`src/rtl/lpfw_fifo.sv`:
```
// Small register queue used between the block's stages and at its output.
// Generic width and depth; no package dependency.
module lpfw_fifo #(
    parameter int unsigned WIDTH = 8,
    parameter int unsigned DEPTH = 2
) (
    input  logic             i_clk,
    input  logic             i_rst_n,
    input  logic             i_push,
    input  logic [WIDTH-1:0] i_data,
    output logic             o_full,
    input  logic             i_pop,
    output logic [WIDTH-1:0] o_data,
    output logic             o_empty
);

    localparam int unsigned AW = (DEPTH > 1) ? $clog2(DEPTH) : 1;
    localparam int unsigned CW = $clog2(DEPTH + 1);

    logic [WIDTH-1:0] r_mem [DEPTH];
    logic [AW-1:0]    r_wr;
    logic [AW-1:0]    r_rd;
    logic [CW-1:0]    r_count;
    logic             w_push;
    logic             w_pop;

    assign o_full  = (r_count == CW'(DEPTH));
    assign o_empty = (r_count == '0);
    assign o_data  = r_mem[r_rd];
    assign w_push  = i_push && !o_full;
    assign w_pop   = i_pop && !o_empty;

    always_ff @(posedge i_clk) begin
        if (!i_rst_n) begin
            r_wr    <= '0;
            r_rd    <= '0;
            r_count <= '0;
        end else begin
            if (w_push) begin
                r_wr <= (r_wr == AW'(DEPTH - 1)) ? '0 : r_wr + AW'(1);
            end
            if (w_pop) begin
                r_rd <= (r_rd == AW'(DEPTH - 1)) ? '0 : r_rd + AW'(1);
            end
            if (w_push && !w_pop) begin
                r_count <= r_count + CW'(1);
            end else if (w_pop && !w_push) begin
                r_count <= r_count - CW'(1);
            end
        end
    end

    always_ff @(posedge i_clk) begin
        if (w_push) begin
            r_mem[r_wr] <= i_data;
        end
    end

endmodule

```
`config.mk`:
```
export PLATFORM = sky130hd
export DESIGN_NAME = lpfw_fifo
export DESIGN_NICKNAME = d
export VERILOG_FILES = /design/src/rtl/lpfw_fifo.sv
export SDC_FILE = /design/constraint.sdc
export NUM_CORES = 1
export LEC_CHECK = 0
export BUFFER_PORTS_ARGS = -buffer_cell sky130_fd_sc_hd__buf_2
export CORE_MARGIN = 5
export CORE_UTILIZATION = 44
export CTS_CLUSTER_SIZE = 20
export DETAILED_ROUTE_END_ITERATION = 10
export PLACE_DENSITY = 0.71
export SYNTH_ARGS = -nofsm -noshare
export SYNTH_HDL_FRONTEND = slang
export SYNTH_SLANG_ARGS = --single-unit
```
`constraint.sdc`:
```
create_clock -name i_clk -period 1.5 [get_ports i_clk]
set_clock_uncertainty 0.2 [all_clocks]
set_input_delay 0.225 -clock i_clk [delete_from_list [all_inputs] [get_ports i_clk]]
set_output_delay 0.225 -clock i_clk [all_outputs]
set_load 0.02 [all_outputs]
```
# Word level (Yosys, flattened, before mapping)
# Memories as Yosys holds them, arrays and structs flattened. A register that Yosys moved wholly into a read port is not among the register bits.
# Cells that the tools add are included.
[op_classes] addsub=4 n_eq_ne=1 n_mux=8 reduce_logical=10
[op_table] op="$mux 1" n=6
[op_table] op="$logic_and 1x1->1" n=4
[op_table] op="$logic_not 1->1" n=4
[op_table] op="$mux 2" n=2
[op_table] op="$add 1x1->1 const B" n=2
[op_table] op="$add 2x1->2 const B" n=1
[op_table] op="$eq 2x2->1 const B" n=1
[op_table] op="$logic_not 2->1" n=1
[op_table] op="$reduce_bool 2->1" n=1
[op_table] op="$sub 2x1->2 const B" n=1
[word_totals] ff_bits=4 ram_bits=16 inputBits=12 out_inout_bits=10 word_cells=27 memories=1
[memory_table] name="r_mem" depth=2 width=8 read_ports=1 rd_ports_with_merged_regs=1 write_ports=1 line="20" source="logic [WIDTH-1:0] r_mem [DEPTH];"

# Logic depth before layout (Yosys ltp)
[depth] ltp_word=7 ltp_mapped=7 mapped_depth_nobuf=7

# Least setup slack after synthesis
# No wires, ideal clock.
[synth_path] path_type="register -> register" from="register r_count[0]" to="register r_count[1]" setup_time_ns=0.070 arrival_ns=1.444 required_time_ns=1.230 slack_ns=-0.214 stages_incl_launch_ff=7 path_buffers=0 synth_period_minus_slack_ns=1.714 cell_sequence="dfxtp_1 nand2b_1 inv_2 nor2_1 ha_1 or3_1 a21boi_1"
[synth_via] elab_chain_cells=6 word_cells_on_any_way=15 cone_classes="add/sub (2); eq/ne (1); mux (2); reduce/logical (10)"
[synth_rtl] item="start: declaration" line="23" source="logic [CW-1:0] r_count;"
[synth_rtl] item="start signal: assignment" line="46" source="r_count <= r_count + CW'(1);"
[synth_rtl] item="start signal: assignment" line="48" source="r_count <= r_count - CW'(1);"
[synth_rtl] item="$eq 2x2->1 (*)" line="27" source="assign o_full = (r_count == CW'(DEPTH));"
[synth_rtl] item="named net o_full" line="11" source="output logic o_full,"
[synth_rtl] item="$logic_not 1->1 (*)" line="30" source="assign w_push = i_push && !o_full;"
[synth_rtl] item="$logic_and 1x1->1 (*)" line="30"
[synth_rtl] item="$logic_not 1->1" line="47" source="end else if (w_pop && !w_push) begin"
[synth_rtl] item="$logic_and 1x1->1" line="47"
[synth_rtl] item="$reduce_bool 2->1 (no line)"
# The timed path passes the listed nets; every way through them passes the cells marked *. The select of a mux whose other input is x is not followed.
# A chain may end at the register's enable or synchronous reset.

==> summary.md <==
| Metric | Value |
|---|---|
| Max Root-Sink Buffers | 2 |
| Core Box Area | 1750 um^2 |
| Final antenna-violating net count | 0 |
| DR vias/cell | 4.64 |
| Tcrit/Tclk final | 109% |
| CTS tree | yes |
| CP Max Fanout | 4 |
| Hold path depth | 3 |
| Top_reg_cell synth | edfxtp_1 |
| Syn_area_per_cell | 16.2 um^2 |
| Total GRT Usage | 13.2% |
| Total number of vias | 552 |
| Setup TNS | -1.12 ns |
| IO Port Bufs | 21 |
| Clock transition at the registers of the reported paths | 0.10 ns |
| Max_cap viols | 0 |
| CTS buffer count | 3 |
| Worst Setup Path Type | register to output pin |
| CTS HTree Levels | 1 |
| Status | complete, but fails checks |
| # clock sinks | 21 |
| Post-route cell area | 1310 um^2 |
| Pins Over Slew Limit | 0 |
| Unrepaired setup endpoints after global routing | yes |
| Worst-margin pin slew | 0.184 ns |
| First-pass GRT wire length | 2570 um |
| Routed len/inst | 13.6 um |
| Post-synth top area share | 59.4% |
| Reg2reg path depth | 6 |
| Number of global-route vias before repair | 608 |
| Die Span Y | 52.9 um |
| Arrival time at the worst endpoint | 1.20 ns |
| Pwr Total | 0.00217 W |
| Gate Count Post-Synth | 50 |
| Critical Path Source Type | register |
| Leakage power total | 0.532 nW |
| Final Hold Fails | 0 |
| Asr flop ratio synth | 0% |
| Filler cell count | 109 |
| Distinct cells, synth | 20 |
| Die area | 2800 um^2 |
| Rows | 15 |
| Diode count | 0 |
| Final WL | 1620 um |
| DP HPWL | 1010 um |
| Number of DRC markers in iteration 0 | 3 |
| DRC violations left | 0 |
| Post-DP Area | 1050 um^2 |
| Post-layout min period | 1.63 ns |
| Failing checks | setup timing |
| Routability cong. | 0.730 |
| Post-Syn Area | 810 um^2 |
| Worst vdd ir | 1330 uV |
| Area contributors post-synth | edfxtp_1, dfxtp_1, mux2_2 |
| Global route overflow | 0 |
| Pwr Density | 1650 nW/um^2 |
| # nets final | 108 |
| Min-delay worst type | primary input to register |
| Setup violators final | 9 |
| Share of layout cells above drive strength 1 | 57.4% |
| Critical path capture point type | output pin |
| Rel. slew slack | 87.7% |
| I/O pins | 22 |
| Synthesis-to-finish area growth | 62.1% |
| Setup ws final | -0.130 ns |
| Later-pin clock latency in the skew report | 0.28 ns |
| Hold Slack | 0.104 ns |
| Util after Layout | 75.2% |
| Initial Utilization | 46.4% |
| Post-synth top cells | edfxtp_1, mux2_2, dfxtp_1 |
| Detailed Routing Iterations Pass 1 | 5 |
| Post-synthesis sequential area ratio | 71.7% |
| Most common cell in the netlist | edfxtp_1 |
| Post-Syn Nets | 63 |
| Critical Path RT | 1.07 ns |
| Area leader, netlist | edfxtp_1 |
| Maximum operating frequency | 0.614 GHz |
| Clk root buf | clkbuf_4 |
| Post-synth EDFFs | 16 |
| FF+latch count, synth | 21 |
| Die Width | 52.9 um |
| Initial antenna violation count | 0 |
| YS warnings | 0 |
| Largest net degree at the start of global routing | 12 |
## kinds of logic (layout without fill, tap and decap cells)
logic type	after synthesis	count (layout)	share of synthesized area [%]
AO/OA/AOI/OAI	5	5	4.02
XOR/XNOR	3	3	3.25
adder cells (fa/ha/maj)	1	1	1.55
buffers and inverters	3	47	1.54
flip-flops	21	21	71.7
multiplexers	8	8	11.1
AND/OR/NAND/NOR	9	9	6.80
## power by group
part | leakage [nW] | internal, W | switching (W)
clock | 0.0150 | 0.000103 | 0.000152
sequential | 0.192 | 0.000755 | 0.0000700
combinational | 0.325 | 0.000631 | 0.000460
total | 0.532 | 0.00149 | 0.000682
## worst paths after layout
path	startpoint	endpoint	slack, ns
max reg2reg	r_count[0]	r_count[1]	-0.12
max	register	o_data[5]	-0.13
min	i_push	r_wr	0.10
min reg2reg	r_count[1]	r_count[1]	0.37
## worst max-delay path, cell delays in order, from the launching register on
cell and delay, ns:
dfxtp_2 0.36, buf_6 0.13, mux2_4 0.30, buf_6 0.13
## flip-flops by register name (all words and copies together) (netlist names), named ones only
name / flops
r_wr: 1
r_mem: 16
r_rd: 1
r_count: 2
## final cells by class
type / instances / area [um^2] / area share [%]
sequential: 21 / 587 / 44.7
multi-input combinational: 26 / 297 / 22.6
inverter: 2 / 12.5 / 0.953
tap: 25 / 31.3 / 2.38
clock buffer: 4 / 26.3 / 2.00
timing repair buffer: 41 / 359 / 27.4
## metrics by stage
stage,cells,setup slack (ns)
6_report,119,-0.130
5_1_grt,119,-0.183
4_1_cts,120,-0.137
3_5_place_dp,105,-0.137
3_3_place_gp,105,-0.0797
2_1_floorplan,50,-0.109
## routing by layer
metal / GRT usage, % / wire length, um / up-vias
li1: - / - / 273
met1: 13.1 / 577 / 261
met2: 26.0 / 960 / 16
met3: 3.66 / 68 / 2
met4: 3.83 / 12 / 0
met5: 0 / 0 / -
## what timing repair did
item                                   CTS  global route
setup buffers                            2             1
resized for setup                       36             7
endpoints found under the hold margin   19             0
pin swaps                                2             1
setup endpoints to repair               10            25
hold buffers                             9             0
## cells in the final DEF, fill, tap and decap left out
master / count
o21ai_0: 1
or3_1: 1
edfxtp_1: 16
o21ai_2: 1
xor2_1: 1
a21boi_1: 1
nand2b_4: 1
ha_4: 1
buf_4: 6
inv_1: 1
xnor2_1: 2
clkbuf_1: 1
clkbuf_4: 3
dfxtp_4: 1
a21boi_0: 1
mux2_4: 8
dlygate4sd3_1: 9
o21a_1: 1
inv_6: 1
buf_2: 11
dfxtp_1: 2
nor2_4: 2
dfxtp_2: 2
and3_4: 1
and2_1: 3
nor3_4: 1
buf_6: 15
(Power assumes the default switching activity.)
