<file path="src/rtl/lpfw_pkg.sv">
// Shared types and constants for the lidar point frame windowing block.
// Depends on nothing; the files that use it refer to it by scoped names.
package lpfw_pkg;

    localparam int unsigned BATCH_POINTS_MAX_DEF = 65536;
    localparam logic [31:0] PERIOD_RESET         = 32'd100000000;
    localparam int unsigned SCALED_W             = 39;
    localparam int unsigned NUM_W                = 56;
    localparam int unsigned QDEPTH               = 2;
    localparam logic        CMD_POINT            = 1'b0;
    localparam logic        CMD_RESET            = 1'b1;

    typedef enum logic [1:0] {
        KIND_POINT   = 2'd0,
        KIND_CLOSED  = 2'd1,
        KIND_DISCARD = 2'd2,
        KIND_ERROR   = 2'd3
    } t_kind;

    typedef struct packed {
        logic        command;
        logic [15:0] pt_index;
        logic [16:0] batch_size;
        logic [31:0] interval_100ns;
        logic [63:0] batch_timestamp_ns;
        logic [31:0] source_id;
        logic [63:0] batch_timestamp_raw;
        logic [63:0] point_payload;
    } t_item;

    typedef struct packed {
        t_kind       kind;
        logic        last;
        logic [63:0] frame_timestamp_ns;
        logic [31:0] frame_source_id;
        logic [63:0] frame_timestamp_raw;
        logic [31:0] point_offset_ns;
        logic [63:0] out_payload;
        logic [31:0] frame_interval_100ns;
        logic [31:0] frame_point_count;
    } t_result;

    // A classified point or reset command travelling from the front end to the frame engine.
    typedef struct packed {
        logic        command;
        logic        overflow;
        logic [63:0] point_time;
        logic [31:0] source_id;
        logic [63:0] batch_timestamp_raw;
        logic [63:0] point_payload;
    } t_task;

    typedef enum logic [2:0] {
        F_IDLE,
        F_SCALE,
        F_MUL,
        F_DIV,
        F_PUSH
    } t_front_state;

    typedef enum logic [2:0] {
        B_IDLE,
        B_EVAL,
        B_DIV,
        B_OUT_PRE,
        B_OUT_PT
    } t_back_state;

endpackage

</file>
<file path="src/rtl/lpfw_divider.sv">
// Iterative unsigned divider, four quotient bits per cycle.
// Generic widths; no package dependency.
module lpfw_divider #(
    parameter int unsigned DW = 56,
    parameter int unsigned VW = 16
) (
    input  logic          i_clk,
    input  logic          i_rst_n,
    input  logic          i_start,
    input  logic [DW-1:0] i_dividend,
    input  logic [VW-1:0] i_divisor,
    output logic          o_busy,
    output logic          o_done,
    output logic [DW-1:0] o_quot,
    output logic [VW-1:0] o_rem
);

    localparam int unsigned NS = (DW + 3) / 4;
    localparam int unsigned PW = NS * 4;
    localparam int unsigned CW = $clog2(NS + 1);

    logic          r_busy;
    logic          r_done;
    logic [CW-1:0] r_cnt;
    logic [PW-1:0] r_num;
    logic [PW-1:0] r_quot;
    logic [VW-1:0] r_rem;
    logic [VW-1:0] r_div;
    logic [PW-1:0] w_num;
    logic [PW-1:0] w_quot;
    logic [VW-1:0] w_rem;

    always_comb begin
        logic [VW:0] wide;
        w_num  = r_num;
        w_quot = r_quot;
        w_rem  = r_rem;
        for (int k = 0; k < 4; k++) begin
            wide  = {w_rem, w_num[PW-1]};
            w_num = {w_num[PW-2:0], 1'b0};
            if (wide >= {1'b0, r_div}) begin
                wide   = wide - {1'b0, r_div};
                w_quot = {w_quot[PW-2:0], 1'b1};
            end else begin
                w_quot = {w_quot[PW-2:0], 1'b0};
            end
            w_rem = wide[VW-1:0];
        end
    end

    always_ff @(posedge i_clk) begin
        if (!i_rst_n) begin
            r_busy <= 1'b0;
            r_done <= 1'b0;
            r_cnt  <= '0;
        end else if (i_start) begin
            r_busy <= 1'b1;
            r_done <= 1'b0;
            r_cnt  <= CW'(NS);
        end else if (r_busy) begin
            r_cnt <= r_cnt - CW'(1);
            if (r_cnt == CW'(1)) begin
                r_busy <= 1'b0;
                r_done <= 1'b1;
            end
        end else begin
            r_done <= 1'b0;
        end
    end

    always_ff @(posedge i_clk) begin
        if (i_start) begin
            r_num  <= PW'(i_dividend);
            r_quot <= '0;
            r_rem  <= '0;
            r_div  <= i_divisor;
        end else if (r_busy) begin
            r_num  <= w_num;
            r_quot <= w_quot;
            r_rem  <= w_rem;
        end
    end

    assign o_busy = r_busy;
    assign o_done = r_done;
    assign o_quot = r_quot[DW-1:0];
    assign o_rem  = r_rem;

endmodule

</file>
<file path="src/rtl/lpfw_front.sv">
// Front end: accepts input beats, spreads the batch span over the batch and
// forms each point's timestamp. Depends on lpfw_pkg and lpfw_divider.
module lpfw_front #(
    parameter int unsigned BATCH_POINTS_MAX = lpfw_pkg::BATCH_POINTS_MAX_DEF
) (
    input  logic            i_clk,
    input  logic            i_rst_n,
    input  lpfw_pkg::t_item i_item,
    input  logic            i_push,
    output logic            o_full,
    output lpfw_pkg::t_task o_task,
    output logic            o_task_push,
    input  logic            i_task_full
);

    localparam int unsigned GW = $clog2(BATCH_POINTS_MAX);
    localparam int unsigned NW = lpfw_pkg::NUM_W;
    localparam int unsigned SW = lpfw_pkg::SCALED_W;

    lpfw_pkg::t_front_state r_state;
    lpfw_pkg::t_front_state n_state;
    lpfw_pkg::t_item        r_item;
    logic [SW-1:0]          r_scaled;
    logic [GW-1:0]          r_gaps;
    logic                   r_short;
    logic [NW-1:0]          r_off;
    logic [31:0]            w_cnt;
    logic [31:0]            w_cnt_c;
    logic [NW-1:0]          w_num;
    logic                   w_div_start;
    logic                   w_div_done;
    logic [NW-1:0]          w_quot;
    logic [63:0]            w_off;

    assign w_cnt   = 32'(r_item.batch_size);
    assign w_cnt_c = (w_cnt > 32'(BATCH_POINTS_MAX)) ? 32'(BATCH_POINTS_MAX) : w_cnt;
    // Rounded to nearest: half the gap count is added before the division.
    assign w_num   = NW'(r_item.pt_index) * NW'(r_scaled) + NW'(r_gaps >> 1);
    assign w_off   = 64'(r_off);

    lpfw_divider #(
        .DW(NW),
        .VW(GW)
    ) u_div (
        .i_clk     (i_clk),
        .i_rst_n   (i_rst_n),
        .i_start   (w_div_start),
        .i_dividend(w_num),
        .i_divisor (r_gaps),
        .o_busy    (),
        .o_done    (w_div_done),
        .o_quot    (w_quot),
        .o_rem     ()
    );

    always_comb begin
        n_state = r_state;
        case (r_state)
            lpfw_pkg::F_IDLE: begin
                if (i_push) n_state = lpfw_pkg::F_SCALE;
            end
            lpfw_pkg::F_SCALE: begin
                if (r_item.command == lpfw_pkg::CMD_RESET) n_state = lpfw_pkg::F_PUSH;
                else n_state = lpfw_pkg::F_MUL;
            end
            lpfw_pkg::F_MUL: begin
                n_state = r_short ? lpfw_pkg::F_PUSH : lpfw_pkg::F_DIV;
            end
            lpfw_pkg::F_DIV: begin
                if (w_div_done) n_state = lpfw_pkg::F_PUSH;
            end
            lpfw_pkg::F_PUSH: begin
                if (!i_task_full) n_state = lpfw_pkg::F_IDLE;
            end
            default: n_state = lpfw_pkg::F_IDLE;
        endcase
    end

    always_comb begin
        o_full      = (r_state != lpfw_pkg::F_IDLE);
        w_div_start = (r_state == lpfw_pkg::F_MUL) && !r_short;
        o_task_push = (r_state == lpfw_pkg::F_PUSH) && !i_task_full;
        o_task.command             = r_item.command;
        o_task.overflow            = (r_item.command == lpfw_pkg::CMD_POINT)
                                     && (r_item.batch_timestamp_ns > (~64'd0 - w_off));
        o_task.point_time          = r_item.batch_timestamp_ns + w_off;
        o_task.source_id           = r_item.source_id;
        o_task.batch_timestamp_raw = r_item.batch_timestamp_raw;
        o_task.point_payload       = r_item.point_payload;
    end

    always_ff @(posedge i_clk) begin
        if (!i_rst_n) begin
            r_state <= lpfw_pkg::F_IDLE;
        end else begin
            r_state <= n_state;
        end
    end

    always_ff @(posedge i_clk) begin
        case (r_state)
            lpfw_pkg::F_IDLE: begin
                if (i_push) r_item <= i_item;
            end
            lpfw_pkg::F_SCALE: begin
                r_scaled <= SW'(r_item.interval_100ns) * SW'(100);
                r_gaps   <= GW'(w_cnt_c - 32'd1);
                r_short  <= (w_cnt_c <= 32'd1) || (r_item.interval_100ns == 32'd0);
                r_off    <= '0;
            end
            lpfw_pkg::F_DIV: begin
                if (w_div_done) r_off <= w_quot;
            end
            default: begin
            end
        endcase
    end

endmodule

</file>
<file path="config.mk">
export PLATFORM = sky130hd
export DESIGN_NAME = lpfw_front
export DESIGN_NICKNAME = d
export VERILOG_FILES = /design/src/rtl/lpfw_pkg.sv /design/src/rtl/lpfw_divider.sv /design/src/rtl/lpfw_front.sv
export SDC_FILE = /design/constraint.sdc
export NUM_CORES = 2
export LEC_CHECK = 0
export BUFFER_PORTS_ARGS = -buffer_cell sky130_fd_sc_hd__buf_2
export CAP_MARGIN = 40
export CORE_AREA = 2 2 339 341
export CTS_CLUSTER_SIZE = 40
export DETAILED_ROUTE_END_ITERATION = 8
export DIE_AREA = 0 0 341 343
export GPL_TIMING_DRIVEN = 0
export HOLD_SLACK_MARGIN = 0.15
export PLACE_DENSITY = 0.67
export SLEW_MARGIN = 20
export SYNTH_ARGS = -nofsm -noshare
export SYNTH_HDL_FRONTEND = slang
export SYNTH_SLANG_ARGS = --single-unit
export TNS_END_PERCENT = 1
</file>
<file path="constraint.sdc">
create_clock -name i_clk -period 27.3 [get_ports i_clk]
set_input_delay 5.46 -clock i_clk [delete_from_list [all_inputs] [get_ports i_clk]]
set_output_delay 5.46 -clock i_clk [all_outputs]
set_load 0.1 [all_outputs]
</file>
; Word level (Yosys, flattened, before mapping)
; Index checks and enable logic that the tools add are counted.
[word_totals]
regBits = 553
output_inout_bits = 228
in_bits = 294
[classes]
reduce_logical = 16
n_addsub = 9
multipliers = 2
eq_ne = 8
n_mux = 24
n_lt_le_gt_ge = 7
n_bitwise = 3
[op_table]
columns = operator, n
row1 = 56-bit 2-to-1 mux, 3
row2 = 56-bit one-hot mux with 2 select lines, 1
row3 = 17-bit by 16-bit greater-or-equal comparator with 1-bit output, 4
row4 = 64-bit by 56-bit adder with 64-bit output, 1
row5 = 64-bit > comparator, 1
row6 = 16-bit 2-to-1 mux, 4
row7 = 16-bit subtractor, 4
row8 = "1-bit by 57-bit subtractor with 58-bit output, first input constant", 1
row9 = 55-bit by 15-bit adder with 56-bit output, 1
row10 = 16-bit by 37-bit multiplier with 53-bit output, 1
row11 = "32-bit by 5-bit multiplier with 37-bit output, second input constant", 1
row12 = 32-bit logical NOT, 1
row13 = "17-bit > comparator, second input constant", 1
row14 = "17-bit by 1-bit <= comparator with 1-bit output, second input constant", 1
row15 = 17-bit 2-to-1 mux, 1
row16 = "16-bit by 1-bit subtractor with 16-bit output, second input constant", 1
row17 = 3-bit 2-to-1 mux, 5
row18 = 3-bit one-hot mux with 5 select lines, 1
row19 = 4-bit 2-to-1 mux, 2
row20 = 1-bit 2-to-1 mux, 7
row21 = "3-bit by 2-bit == test with 1-bit output, second input constant", 2
row22 = "4-bit by 1-bit == test with 1-bit output, second input constant", 1
row23 = "2-bit inequality test, second input constant", 2
row24 = 2-bit AND reduction, 2
row25 = 14 further kinds, 20

; Logic depth before layout (Yosys ltp)
[depth]
word_depth = 8
mapped_depth = 49
ltp_nobuf = 45

; Modules after synthesis
; A second synthesis with hierarchy kept.
[unflattened]
cells_unflattened = 5148
area_unflattened_um2 = 51755.9
[modules_own_cells]
columns = module, seq_area_each_um2, n_inst, area_per_inst_um2, cells_each
row1 = lpfw_front, 12071.6, 1, 42137.9, 4201
row2 = lpfw_divider, 3723.6, 1, 9618.0, 947

; Least setup slack after synthesis
; No wires, ideal clock.
[synth_path]
kind = input-to-output
start = in i_task_full
end = out o_task_push
required_time_ns = 21.840
arrival_time_ns = 7.632
path_stages = 2
path_slack_ns = 14.208
n_path_buf = 0
cell_sequence = nand2b_1 > nor3_1
[synth_between]
elab_chain_len = 2
[synth_rtl]
columns = item, line
row1 = from (decl), lpfw_front.sv:13  ; input logic i_task_full
row2 = 1-bit logical NOT, lpfw_front.sv:82  ; o_task_push = (r_state == lpfw_pkg::F_PUSH) && !i_task_full;
row3 = 1-bit logical AND, lpfw_front.sv:82
row4 = to (decl), lpfw_front.sv:12  ; output logic o_task_push,
; No other way between the ends.

; Worst setup path after layout
[layout_path]
start = reg u_div.r_div[1]
end = reg u_div.r_rem[6], in the netlist u_div.o_rem[6]
[layout_between]
elab_chain_len = 8
[layout_rtl]
columns = item, line
row1 = from (decl), lpfw_divider.sv:28  ; logic [VW-1:0] r_div;
row2 = from (signal assigned), lpfw_divider.sv:76  ; r_div <= i_divisor;
row3 = 16-bit subtractor / 17-bit by 16-bit greater-or-equal comparator with 1-bit output (equally long branches), "lpfw_divider.sv:42, lpfw_divider.sv:41"
row4 = 16-bit 2-to-1 mux, lpfw_divider.sv:41  ; if (wide >= {1'b0, r_div}) begin
row5 = 16-bit subtractor / 17-bit by 16-bit greater-or-equal comparator with 1-bit output (equally long branches), "lpfw_divider.sv:42, lpfw_divider.sv:41"
row6 = 16-bit 2-to-1 mux, lpfw_divider.sv:41
row7 = 16-bit subtractor / 17-bit by 16-bit greater-or-equal comparator with 1-bit output (equally long branches), "lpfw_divider.sv:42, lpfw_divider.sv:41"
row8 = 16-bit 2-to-1 mux, lpfw_divider.sv:41
row9 = 16-bit subtractor / 17-bit by 16-bit greater-or-equal comparator with 1-bit output (equally long branches), "lpfw_divider.sv:42, lpfw_divider.sv:41"
row10 = 16-bit 2-to-1 mux (*), lpfw_divider.sv:41
row11 = to (signal assigned), lpfw_divider.sv:80  ; r_rem <= w_rem;
row12 = to (decl), lpfw_divider.sv:27  ; logic [VW-1:0] r_rem;
; Mark *: on every way between the ends. The rest lies on a longest branch, timed or not.
; A chain may end at the register's enable or synchronous reset.

==> flow_metrics.env <==
export IMPL_slew_violations=0
export IMPL_hold_class="register to register"
export IMPL_synth_top_area_share=0.280
export IMPL_avgRoutedWirePerCell_um=18.6
export IMPL_start_kind="register"
export IMPL_grt_first_pass_wirelength_mm=212
export IMPL_synth_area_um2=50700
export IMPL_drive_gt1_frac=0.153
export IMPL_vias_per_cell=5.19
export IMPL_synth_area_top_cells="edfxtp_1, fa_1, ha_1, nand2_1, inv_1"
export IMPL_post_cts_buffers=0
export IMPL_timing_fmax_mhz=68.4
export IMPL_finClkSkew_ps=27.3
export IMPL_dpl_cell_count=7185
export IMPL_routed_wirelength_mm=136
export IMPL_crit_path_frequent_cell="o21ai_0"
export IMPL_cts_resized=0
export IMPL_clock_path_buffers=3
export IMPL_io_buffers=521
export IMPL_critPathArrivalTime_ps=15120
export IMPL_cts_tree="yes"
export IMPL_area_delta_synth_final_pct=13.8
export IMPL_overflow=0
export IMPL_io_pins=522
export IMPL_worst_pin_slew_ps=975
export IMPL_slowest_stage="a2111oi_1"
export IMPL_fp_dieH_um=343
export IMPL_setup_viol_count_final=0
export IMPL_rsz0062_at_grt="false"
export IMPL_ys_warn_count=0
export IMPL_firstDrtPassIters=5
export IMPL_status="finished, final reports clean"
export IMPL_place_hpwl_mm=111
export IMPL_clkSinkCount=553
export IMPL_routabilityCongestion=0.948
export IMPL_synth_enable_flop_cells=472
export IMPL_grt_max_degree=60
export IMPL_instances_no_fill=7313
export IMPL_synth_distinct_cells=95
export IMPL_ctsHtreeMaxLevel=3
export IMPL_drt_initial_drc_count=1979
export IMPL_slowest_delay_ps=870
export IMPL_max_slew_margin_rel=0.348
export IMPL_synthArstFlopShare=0
export IMPL_ant_nets=0
export IMPL_antenna_found_initial=9
export IMPL_nets=6937
export IMPL_critPathMaxFanout=10
export IMPL_fin_crit_sh=0.535
export IMPL_critPathKind="register to register"
export IMPL_die_w_um=341
export IMPL_ys_seq_area_frac=0.312
export IMPL_cts_hold_buf=0
export IMPL_rows=124
export IMPL_cp_required_ps=27800
export IMPL_clk_pin_slew_ps=60
export IMPL_holdWs_ps=427
export IMPL_grt_pass1_vias=39306
export IMPL_synth_seq_cells=553
export IMPL_root_buffer="clkbuf_16"
export IMPL_synth_main_ff_cell="edfxtp_1"
export IMPL_start_util=0.447
export IMPL_core_area_um2=113000
export IMPL_postSynthAreaPerCell_um2=9.87
export IMPL_dieArea_um2=117000
export IMPL_vias=37989
export IMPL_insertion_delay_ps=650
export IMPL_finalCriticalPeriod_ps=14610
export IMPL_tns_ps=0
export IMPL_post_route_util=0.508
export IMPL_cap_viol_max_count=0
export IMPL_cts_inserted_buffers=66
export IMPL_yosys_area_top_type="edfxtp_1"
export IMPL_synth_nets=6327
export IMPL_final_hold_viol_count=0
export IMPL_worst_setup_path_end_kind="register"
export IMPL_grt_total_usage=0.232
export IMPL_syn_inst=5133
export IMPL_drcViolationCount=0
stage by stage:
stage / instance area, µm² / setup WS, ps
6_report: 57600 / 12690
5_1_grt: 57600 / 11840
4_1_cts: 57600 / 12910
3_5_place_dp: 55500 / 12930
3_3_place_gp: 55200 / 11170
2_1_floorplan: 50700 / 14210
Yosys cell counts (33+ instances only):
cell type / n
edfxtp_1: 472
buf_4: 161
nand4_1: 63
nor2_1: 244
nor3_1: 66
nand2b_1: 34
a21o_1: 97
a21oi_1: 212
and2_1: 225
and3_1: 33
nand3_1: 54
fa_1: 521
xnor2_1: 139
nand2_1: 692
inv_1: 691
mux2i_1: 70
ha_1: 379
xor2_1: 77
o21ai_0: 196
dfxtp_1: 81
clkbuf_1: 173
o21a_1: 34
sequential cells by signal, indices dropped and copies added (netlist names), 37 cells and up:
name and count:
r_item 129, o_task 161, u_div.o_quot 56, u_div.r_num 56, r_off 56, r_scaled 37
critical path, delay by kind of cell, from the launching register on:
kind            cells  cell delay, ps
mux                 2             730
fa+ha+maj           4            1190
simple gates        7            1110
compound gates     26            7760
buf+inv             8            3160
flops               1             470
logic make-up (layout without fill, tap and decap cells):
kind of cell             after synthesis  count (layout)  synth area share
AND/OR/NAND/NOR                     1554            1554             0.145
flip-flops                           553             553             0.312
other                                  0               6                 0
AO/OA/AOI/OAI                        767             767            0.0957
adder cells (fa/ha/maj)              900             900             0.299
buffers and inverters               1050            1712            0.0913
XOR/XNOR                             216             216            0.0373
multiplexers                          93              93            0.0189
cell usage in the layout, fill, tap and decap left out, types with 11 or more instances in the layout:
cell / count
nand2_1: 692
inv_1: 691
buf_2: 525
fa_1: 521
edfxtp_1: 472
ha_1: 379
nor2_1: 243
and2_1: 224
a21oi_1: 211
o21ai_0: 196
clkbuf_1: 190
buf_4: 162
xnor2_1: 139
a21o_1: 97
dfxtp_1: 81
xor2_1: 77
mux2i_1: 70
clkbuf_16: 68
nor3_1: 66
nand4_1: 63
nand3_1: 54
o21a_1: 34
and3_1: 33
nand2b_1: 33
nor2b_1: 31
a211oi_1: 29
a31oi_1: 26
o21bai_1: 23
mux2_2: 23
o211ai_1: 22
nor4_1: 22
or3_1: 20
o31ai_1: 16
buf_1: 12
a21boi_0: 12
or2_2: 11
clkinv_2: 11
final timing paths:
| path | start | endpoint | slack [ps] | depth (start not counted) |
|---|---|---|---|---|
| worst max-delay path | u_div.r_div[1] | u_div.o_rem[6] | 12690 | 47 |
| worst min-delay path | r_gaps[0] | u_div.r_div[0] | 430 | 0 |
| worst max register to register | u_div.r_div[1] | u_div.o_rem[6] | 12690 | 47 |
| worst min register to register | r_gaps[0] | u_div.r_div[0] | 430 | 0 |
metal layers:
layer | GRT usage | vias to the layer above | routed length [µm]
met5 | 0 | - | 48
met4 | 0.107 | 8 | 6550
met3 | 0.0427 | 300 | 9080
met2 | 0.407 | 1300 | 66300
met1 | 0.275 | 18229 | 53800
li1 | - | 18152 | -
area by class of cell:
type / count / area (µm²)
antenna: 6 / 15.0
fill: 10406 / 55800
tap: 1512 / 1890
sequential: 553 / 15800
timing repair buffer: 542 / 2970
buffer: 358 / 2030
clock buffer: 88 / 1810
multi-input combinational: 3530 / 30300
clock inverter: 32 / 269
inverter: 692 / 2600
Power is left out: the tool's default activity adds up to more than one toggle a clock period on the data nets, which glitch-free logic cannot reach.
